### config.mk
export PLATFORM = sky130hd
export DESIGN_NAME = gtvn_ctrl
export DESIGN_NICKNAME = d
export VERILOG_FILES = /design/src/rtl/gtvn_pkg.sv /design/src/rtl/gtvn_ctrl.sv
export SDC_FILE = /design/constraint.sdc
export NUM_CORES = 1
export LEC_CHECK = 0
export BUFFER_PORTS_ARGS = -buffer_cell sky130_fd_sc_hd__buf_2
export CAP_MARGIN = 20
export CORE_UTILIZATION = 49
export DETAILED_ROUTE_END_ITERATION = 8
export PLACE_DENSITY = 0.86
export SLEW_MARGIN = 20
export SYNTH_ARGS = -nofsm -noshare
export SYNTH_HDL_FRONTEND = slang
export SYNTH_SLANG_ARGS = --single-unit
### constraint.sdc
create_clock -name clock -period 2.41 [get_ports clock]
set_input_delay 0.1205 -clock clock [delete_from_list [all_inputs] [get_ports clock]]
set_output_delay 0.1205 -clock clock [all_outputs]
set_load 0.01 [all_outputs]
### src/rtl/gtvn_pkg.sv
// Shared types and constants of the grid terrain vertex normal block.
`timescale 1ns / 1ps

package gtvn_pkg;

   // Fixed-point one in Q1.14.
   localparam int UNIT_Q14 = 16384;

   // Command codes carried in the cmd field of a request word.
   localparam logic CMD_WRITE = 1'b0;
   localparam logic CMD_QUERY = 1'b1;

   // Configuration register indexes.
   localparam logic [1:0] CSR_GRID_ROWS    = 2'd0;
   localparam logic [1:0] CSR_GRID_COLS    = 2'd1;
   localparam logic [1:0] CSR_CELL_SPACING = 2'd2;

   // Sequencer step limits.
   localparam logic [3:0] DIV_LAST  = 4'd13;  // 14 quotient bits of the row/column split
   localparam logic [3:0] READ_LAST = 4'd8;   // 3 x 3 neighborhood of heights
   localparam logic [2:0] FACE_LAST = 3'd5;   // six candidate triangles

   typedef struct packed {
      logic               cmd;
      logic [13:0]        vertex_index;
      logic signed [15:0] height_value;
   } req_word_type;

   typedef struct packed {
      logic signed [15:0] normal_x;
      logic signed [15:0] normal_y;
      logic signed [15:0] normal_z;
      logic [2:0]         face_count;
      logic               index_error;
   } rsp_word_type;

   // Vector entering the normalize unit.
   typedef struct packed {
      logic signed [17:0] x;
      logic signed [17:0] y;
      logic signed [17:0] z;
   } vec_type;

   // Unit vector leaving the normalize unit, Q1.14.
   typedef struct packed {
      logic signed [15:0] x;
      logic signed [15:0] y;
      logic signed [15:0] z;
   } unit_vec_type;

   typedef enum logic [1:0] {
      RSP_ERROR,
      RSP_FLAT,
      RSP_UP,
      RSP_NORMAL
   } rsp_mode_type;

   typedef enum logic [2:0] {
      C_IDLE,
      C_DIVIDE,
      C_READ,
      C_FACE,
      C_FACE_WAIT,
      C_FINAL,
      C_FINAL_WAIT,
      C_RESPOND
   } ctrl_state_type;

   typedef enum logic [2:0] {
      N_IDLE,
      N_SHIFT,
      N_SQUARE,
      N_ROOT,
      N_DIV_LOAD,
      N_DIVIDE,
      N_DONE
   } norm_state_type;

   typedef struct packed {
      logic         accept;
      logic         div_step;
      logic         rd_en;
      logic [3:0]   rd_sel;
      logic [2:0]   face_sel;
      logic         norm_start;
      logic         norm_final;
      logic         acc_add;
      logic         rsp_fire;
      rsp_mode_type rsp_mode;
   } ctrl_cmd_type;

   typedef struct packed {
      logic       req_query;
      logic       req_in_range;
      logic [5:0] face_en;
      logic       acc_zero;
      logic       norm_done;
   } dp_status_type;

endpackage

### src/rtl/gtvn_ctrl.sv
// Query sequencer of the grid terrain vertex normal block.
`timescale 1ns / 1ps

module gtvn_ctrl (
   input  logic                    clock,
   input  logic                    reset,
   input  logic                    start,
   output logic                    busy,
   input  gtvn_pkg::dp_status_type status,
   output gtvn_pkg::ctrl_cmd_type  cmd
);

   gtvn_pkg::ctrl_state_type state_ff, state_in;
   gtvn_pkg::rsp_mode_type   mode_ff, mode_in;
   logic [3:0]               step_ff, step_in;

   always_ff @(posedge clock) begin
      if (reset) begin
         state_ff <= gtvn_pkg::C_IDLE;
         mode_ff  <= gtvn_pkg::RSP_ERROR;
         step_ff  <= '0;
      end else begin
         state_ff <= state_in;
         mode_ff  <= mode_in;
         step_ff  <= step_in;
      end
   end

   always_comb begin
      state_in     = state_ff;
      mode_in      = mode_ff;
      step_in      = step_ff;
      busy         = 1'b1;
      cmd          = '0;
      cmd.rd_sel   = step_ff;
      cmd.face_sel = step_ff[2:0];
      cmd.rsp_mode = mode_ff;
      unique case (state_ff)
         gtvn_pkg::C_IDLE: begin
            busy = 1'b0;
            if (start) begin
               cmd.accept = 1'b1;
               if (status.req_query) begin
                  step_in = '0;
                  if (status.req_in_range) begin
                     state_in = gtvn_pkg::C_DIVIDE;
                  end else begin
                     mode_in  = gtvn_pkg::RSP_ERROR;
                     state_in = gtvn_pkg::C_RESPOND;
                  end
               end
            end
         end
         gtvn_pkg::C_DIVIDE: begin
            cmd.div_step = 1'b1;
            step_in      = step_ff + 4'd1;
            if (step_ff == gtvn_pkg::DIV_LAST) begin
               step_in  = '0;
               state_in = gtvn_pkg::C_READ;
            end
         end
         gtvn_pkg::C_READ: begin
            cmd.rd_en = 1'b1;
            step_in   = step_ff + 4'd1;
            if (step_ff == gtvn_pkg::READ_LAST) begin
               step_in  = '0;
               state_in = gtvn_pkg::C_FACE;
            end
         end
         gtvn_pkg::C_FACE: begin
            priority if (status.face_en[step_ff[2:0]]) begin
               cmd.norm_start = 1'b1;
               state_in       = gtvn_pkg::C_FACE_WAIT;
            end else if (step_ff[2:0] == gtvn_pkg::FACE_LAST) begin
               state_in = gtvn_pkg::C_FINAL;
            end else begin
               step_in = step_ff + 4'd1;
            end
         end
         gtvn_pkg::C_FACE_WAIT: begin
            if (status.norm_done) begin
               cmd.acc_add = 1'b1;
               if (step_ff[2:0] == gtvn_pkg::FACE_LAST) begin
                  state_in = gtvn_pkg::C_FINAL;
               end else begin
                  step_in  = step_ff + 4'd1;
                  state_in = gtvn_pkg::C_FACE;
               end
            end
         end
         gtvn_pkg::C_FINAL: begin
            priority if (status.face_en == '0) begin
               mode_in  = gtvn_pkg::RSP_FLAT;
               state_in = gtvn_pkg::C_RESPOND;
            end else if (status.acc_zero) begin
               mode_in  = gtvn_pkg::RSP_UP;
               state_in = gtvn_pkg::C_RESPOND;
            end else begin
               cmd.norm_start = 1'b1;
               cmd.norm_final = 1'b1;
               state_in       = gtvn_pkg::C_FINAL_WAIT;
            end
         end
         gtvn_pkg::C_FINAL_WAIT: begin
            if (status.norm_done) begin
               mode_in  = gtvn_pkg::RSP_NORMAL;
               state_in = gtvn_pkg::C_RESPOND;
            end
         end
         gtvn_pkg::C_RESPOND: begin
            cmd.rsp_fire = 1'b1;
            state_in     = gtvn_pkg::C_IDLE;
         end
      endcase
   end

endmodule

==> flow_summary.yaml <==
yosys:
  synth_xor_area_share_pct: 0
  synth-async-reset-ratio_pct: 0
  ys_seq_elements: 9
  netlist_instances: 121
  synth_edf_count: 0
  muxShareOfSynthArea_pct: 3.68
  ys_types: 40
  syn-num-nets: 137
  synth_fa_ha_area_share_pct: 4.25
  synthSimpleGateAreaFrac_pct: 29.6
  syn-cell-area_um2: 883
  ys_warn_count: 0
  synth_compound_area_share_pct: 34.0
  synth_area_per_cell_um2: 7.30
  ys_seq_area_share_pct: 20.4
  synth_top_family_by_area: "compound AO/OA/AOI/OAI gates"
  ys.flop_type: "dfxtp_1"
  synthTopCellsByArea: "dfxtp_1, a211oi_1, and2_1"
  yosys.area.top_type: "dfxtp_1"
  synth.top_cell.area_share_pct: 20.4
floorplan:
  fp.dieH_um: 44.5
  die_area_mm2: 0.00198
  ioPinCount: 30
  core.rowCount: 14
  die_w_um: 44.5
  initial_core_util_pct: 55.4
  coreArea_mm2: 0.00159
timing:
  rsz0062_at_grt: "false"
  clock_skew_ns: 0.0149
  hold-worst-slack_ns: 0.100
  hold_viol_final: 0
  worst_pin_slew_ns: 0.707
  fin_tns_setup_ns: 0
  clock.fmax_ghz: 0.461
  slew_headroom_pct: 52.4
  period_share_pct: 90.1
  setup_violations: 0
  fin_crit_ns: 2.17
  final_max_slew_viol_count: 0
drt:
  wl_um: 2380
  postRouteAntennaNets: 0
  routedWlPerCell_um: 13.9
  routed_via_density: 5.92
  drc_errors: 0
  drtIter0Drc: 48
  dr.pass1.iters: 5
  vias: 1018
setup_path:
  arrival_ns: 2.05
  cp.required_ns: 2.29
  startpoint_type: "flop"
  end_kind: "primary output"
  crit_buf_inv: 1
  slowest_stage: "mux4_2"
  worstPathCellList: "mux4_2 -> and2_4 -> nor2_1 -> nor2b_1 -> o21a_1 -> buf_2"
  max_stage_delay_ns: 0.53
  path_max_fanout: 9
  critPathTopFamily: "multiplexers"
  worstSetupPathType: "flop to primary output"
pwr:
  vdd_drop_max_uv: 540
  clockPowerShare_pct: 11.9
  intPower_w: 0.000536
  combPwrFrac_pct: 64.4
  switching_share_pct: 49.5
  powerDensity_mw_per_mm2: 1010
  switchingPower_w: 0.000526
  p_leak_nw: 0.453
  pwr-share-seq_pct: 23.7
  total_power_w: 0.00106
cts:
  clock_sinks: 9
  cts-hold-fix-buffers: 0
  clk_pin_slew_ns: 0.07
  clock_latency_ns: 0.28
  cts.htree.levels: 1
  cts-resized-gates: 0
  cts_setup_buffers: 0
  cts_tree: "built"
  clockBufferDepth: 2
  cts_buffers: 3
  root_buffer: "clkbuf_4"
worst_hold_path:
  hold_path_class: "primary input to flop"
run_status:
  outcome: "complete, no violations"
final_layout:
  layout-area-overhead-vs-synth_pct: 19.5
  fillCellCount: 134
  antenna_cells: 0
  mostFrequentLayoutCells: "buf_2, inv_1, nand2_1, a21oi_1, dfxtp_1"
  drive_gt1_share_pct: 25.0
  nets: 165
  layout_commonest_cell: "buf_2"
grt:
  grt_antenna_before_repair: 0
  grt_max_degree: 20
  grt_pass1_vias: 866
  grt-ovfl-total: 0
  grt_pass1_wl_um: 3850
  gr-usage-all-layers_pct: 26.8
run:
  maxCapViolations: 0
place:
  gp_congestion: 0.874
  portBuffers: 29
  hpwlAfterDp_um: 1770
==> worst reg2reg max path, cell delays in order, from the launching register on <==
cell      delay [ns]
dfxtp_1         0.43
inv_1           0.13
ha_1            0.21
and2_1          0.20
o32a_1          0.39
a211oi_1        0.27
nand2_1         0.13
o32ai_1         0.16
==> per-stage QoR <==
stage               std cells  setup WS (ns)  cell area (um^2)  utilization (%)
finish                    172          0.239              1060             66.2
global route              172          0.122              1060             66.2
CTS                       172          0.138              1050             66.2
detailed placement        168          0.402              1030             64.5
global placement          168          0.483              1030             64.5
floorplan                 121          0.507               883                -
==> worst paths after layout <==
check        cells past startpoint  startpoint         end  slack, ns
max reg2reg                      7  step_ff[1]  step_ff[2]       0.37
max                              6  step_ff[2]      cmd[5]       0.24
min reg2reg                      2  step_ff[3]  step_ff[3]       0.57
min                              2       reset  step_ff[0]       0.10
==> Yosys cell counts, types with 2 or more instances <==
cell type	n
o21ai_0	7
ha_1	3
and2_1	7
o32ai_1	3
dfxtp_1	9
nor2_1	6
clkbuf_1	4
a211oi_1	7
nand3_1	6
nand2b_1	4
o22ai_1	3
o31ai_1	2
a21oi_1	8
buf_4	3
nand2_1	8
nor3_1	3
nor2b_1	5
and3_1	2
inv_1	9
a31oi_1	2
==> layout make-up <==
cell class	count	area (um^2)	share of cell area, %
multi-input combinational	96	632	59.8
sequential	9	181	17.2
clock buffer	4	26.3	2.49
tap	24	30.0	2.84
timing repair buffer	30	153	14.5
inverter	9	33.8	3.20
==> metal layers <==
metal / track usage (%) / vias up / wire (um)
li1: - / 508 / -
met2: 42.9 / 57 / 1080
met3: 7.35 / 8 / 186
met5: 0 / - / 0
met4: 8.48 / 0 / 45
met1: 34.7 / 445 / 1070
==> state kept, by name, indices dropped and copies added, names as in the netlist <==
| name | count |
|---|---|
| mode_ff | 2 |
| step_ff | 4 |
| state_ff | 3 |
==> logic make-up after synthesis <==
| group | Yosys count |
|---|---|
| AO/OA/AOI/OAI | 43 |
| adder cells (fa/ha/maj) | 3 |
| buffers and inverters | 16 |
| flip-flops | 9 |
| multiplexers | 2 |
| AND/OR/NAND/NOR | 48 |
==> power groups by stage <==
| stage | logic (W) | registers (W) | clock network [W] |
|---|---|---|---|
| floorplan | 0.000534 | 0.000225 | 0 |
| global placement | 0.000648 | 0.000250 | 0 |
| detailed placement | 0.000663 | 0.000253 | 0 |
| CTS | 0.000673 | 0.000250 | 0.000130 |
| global route | 0.000756 | 0.000259 | 0.000136 |
| finish | 0.000685 | 0.000252 | 0.000126 |
Power figures use the tool's default switching activity.
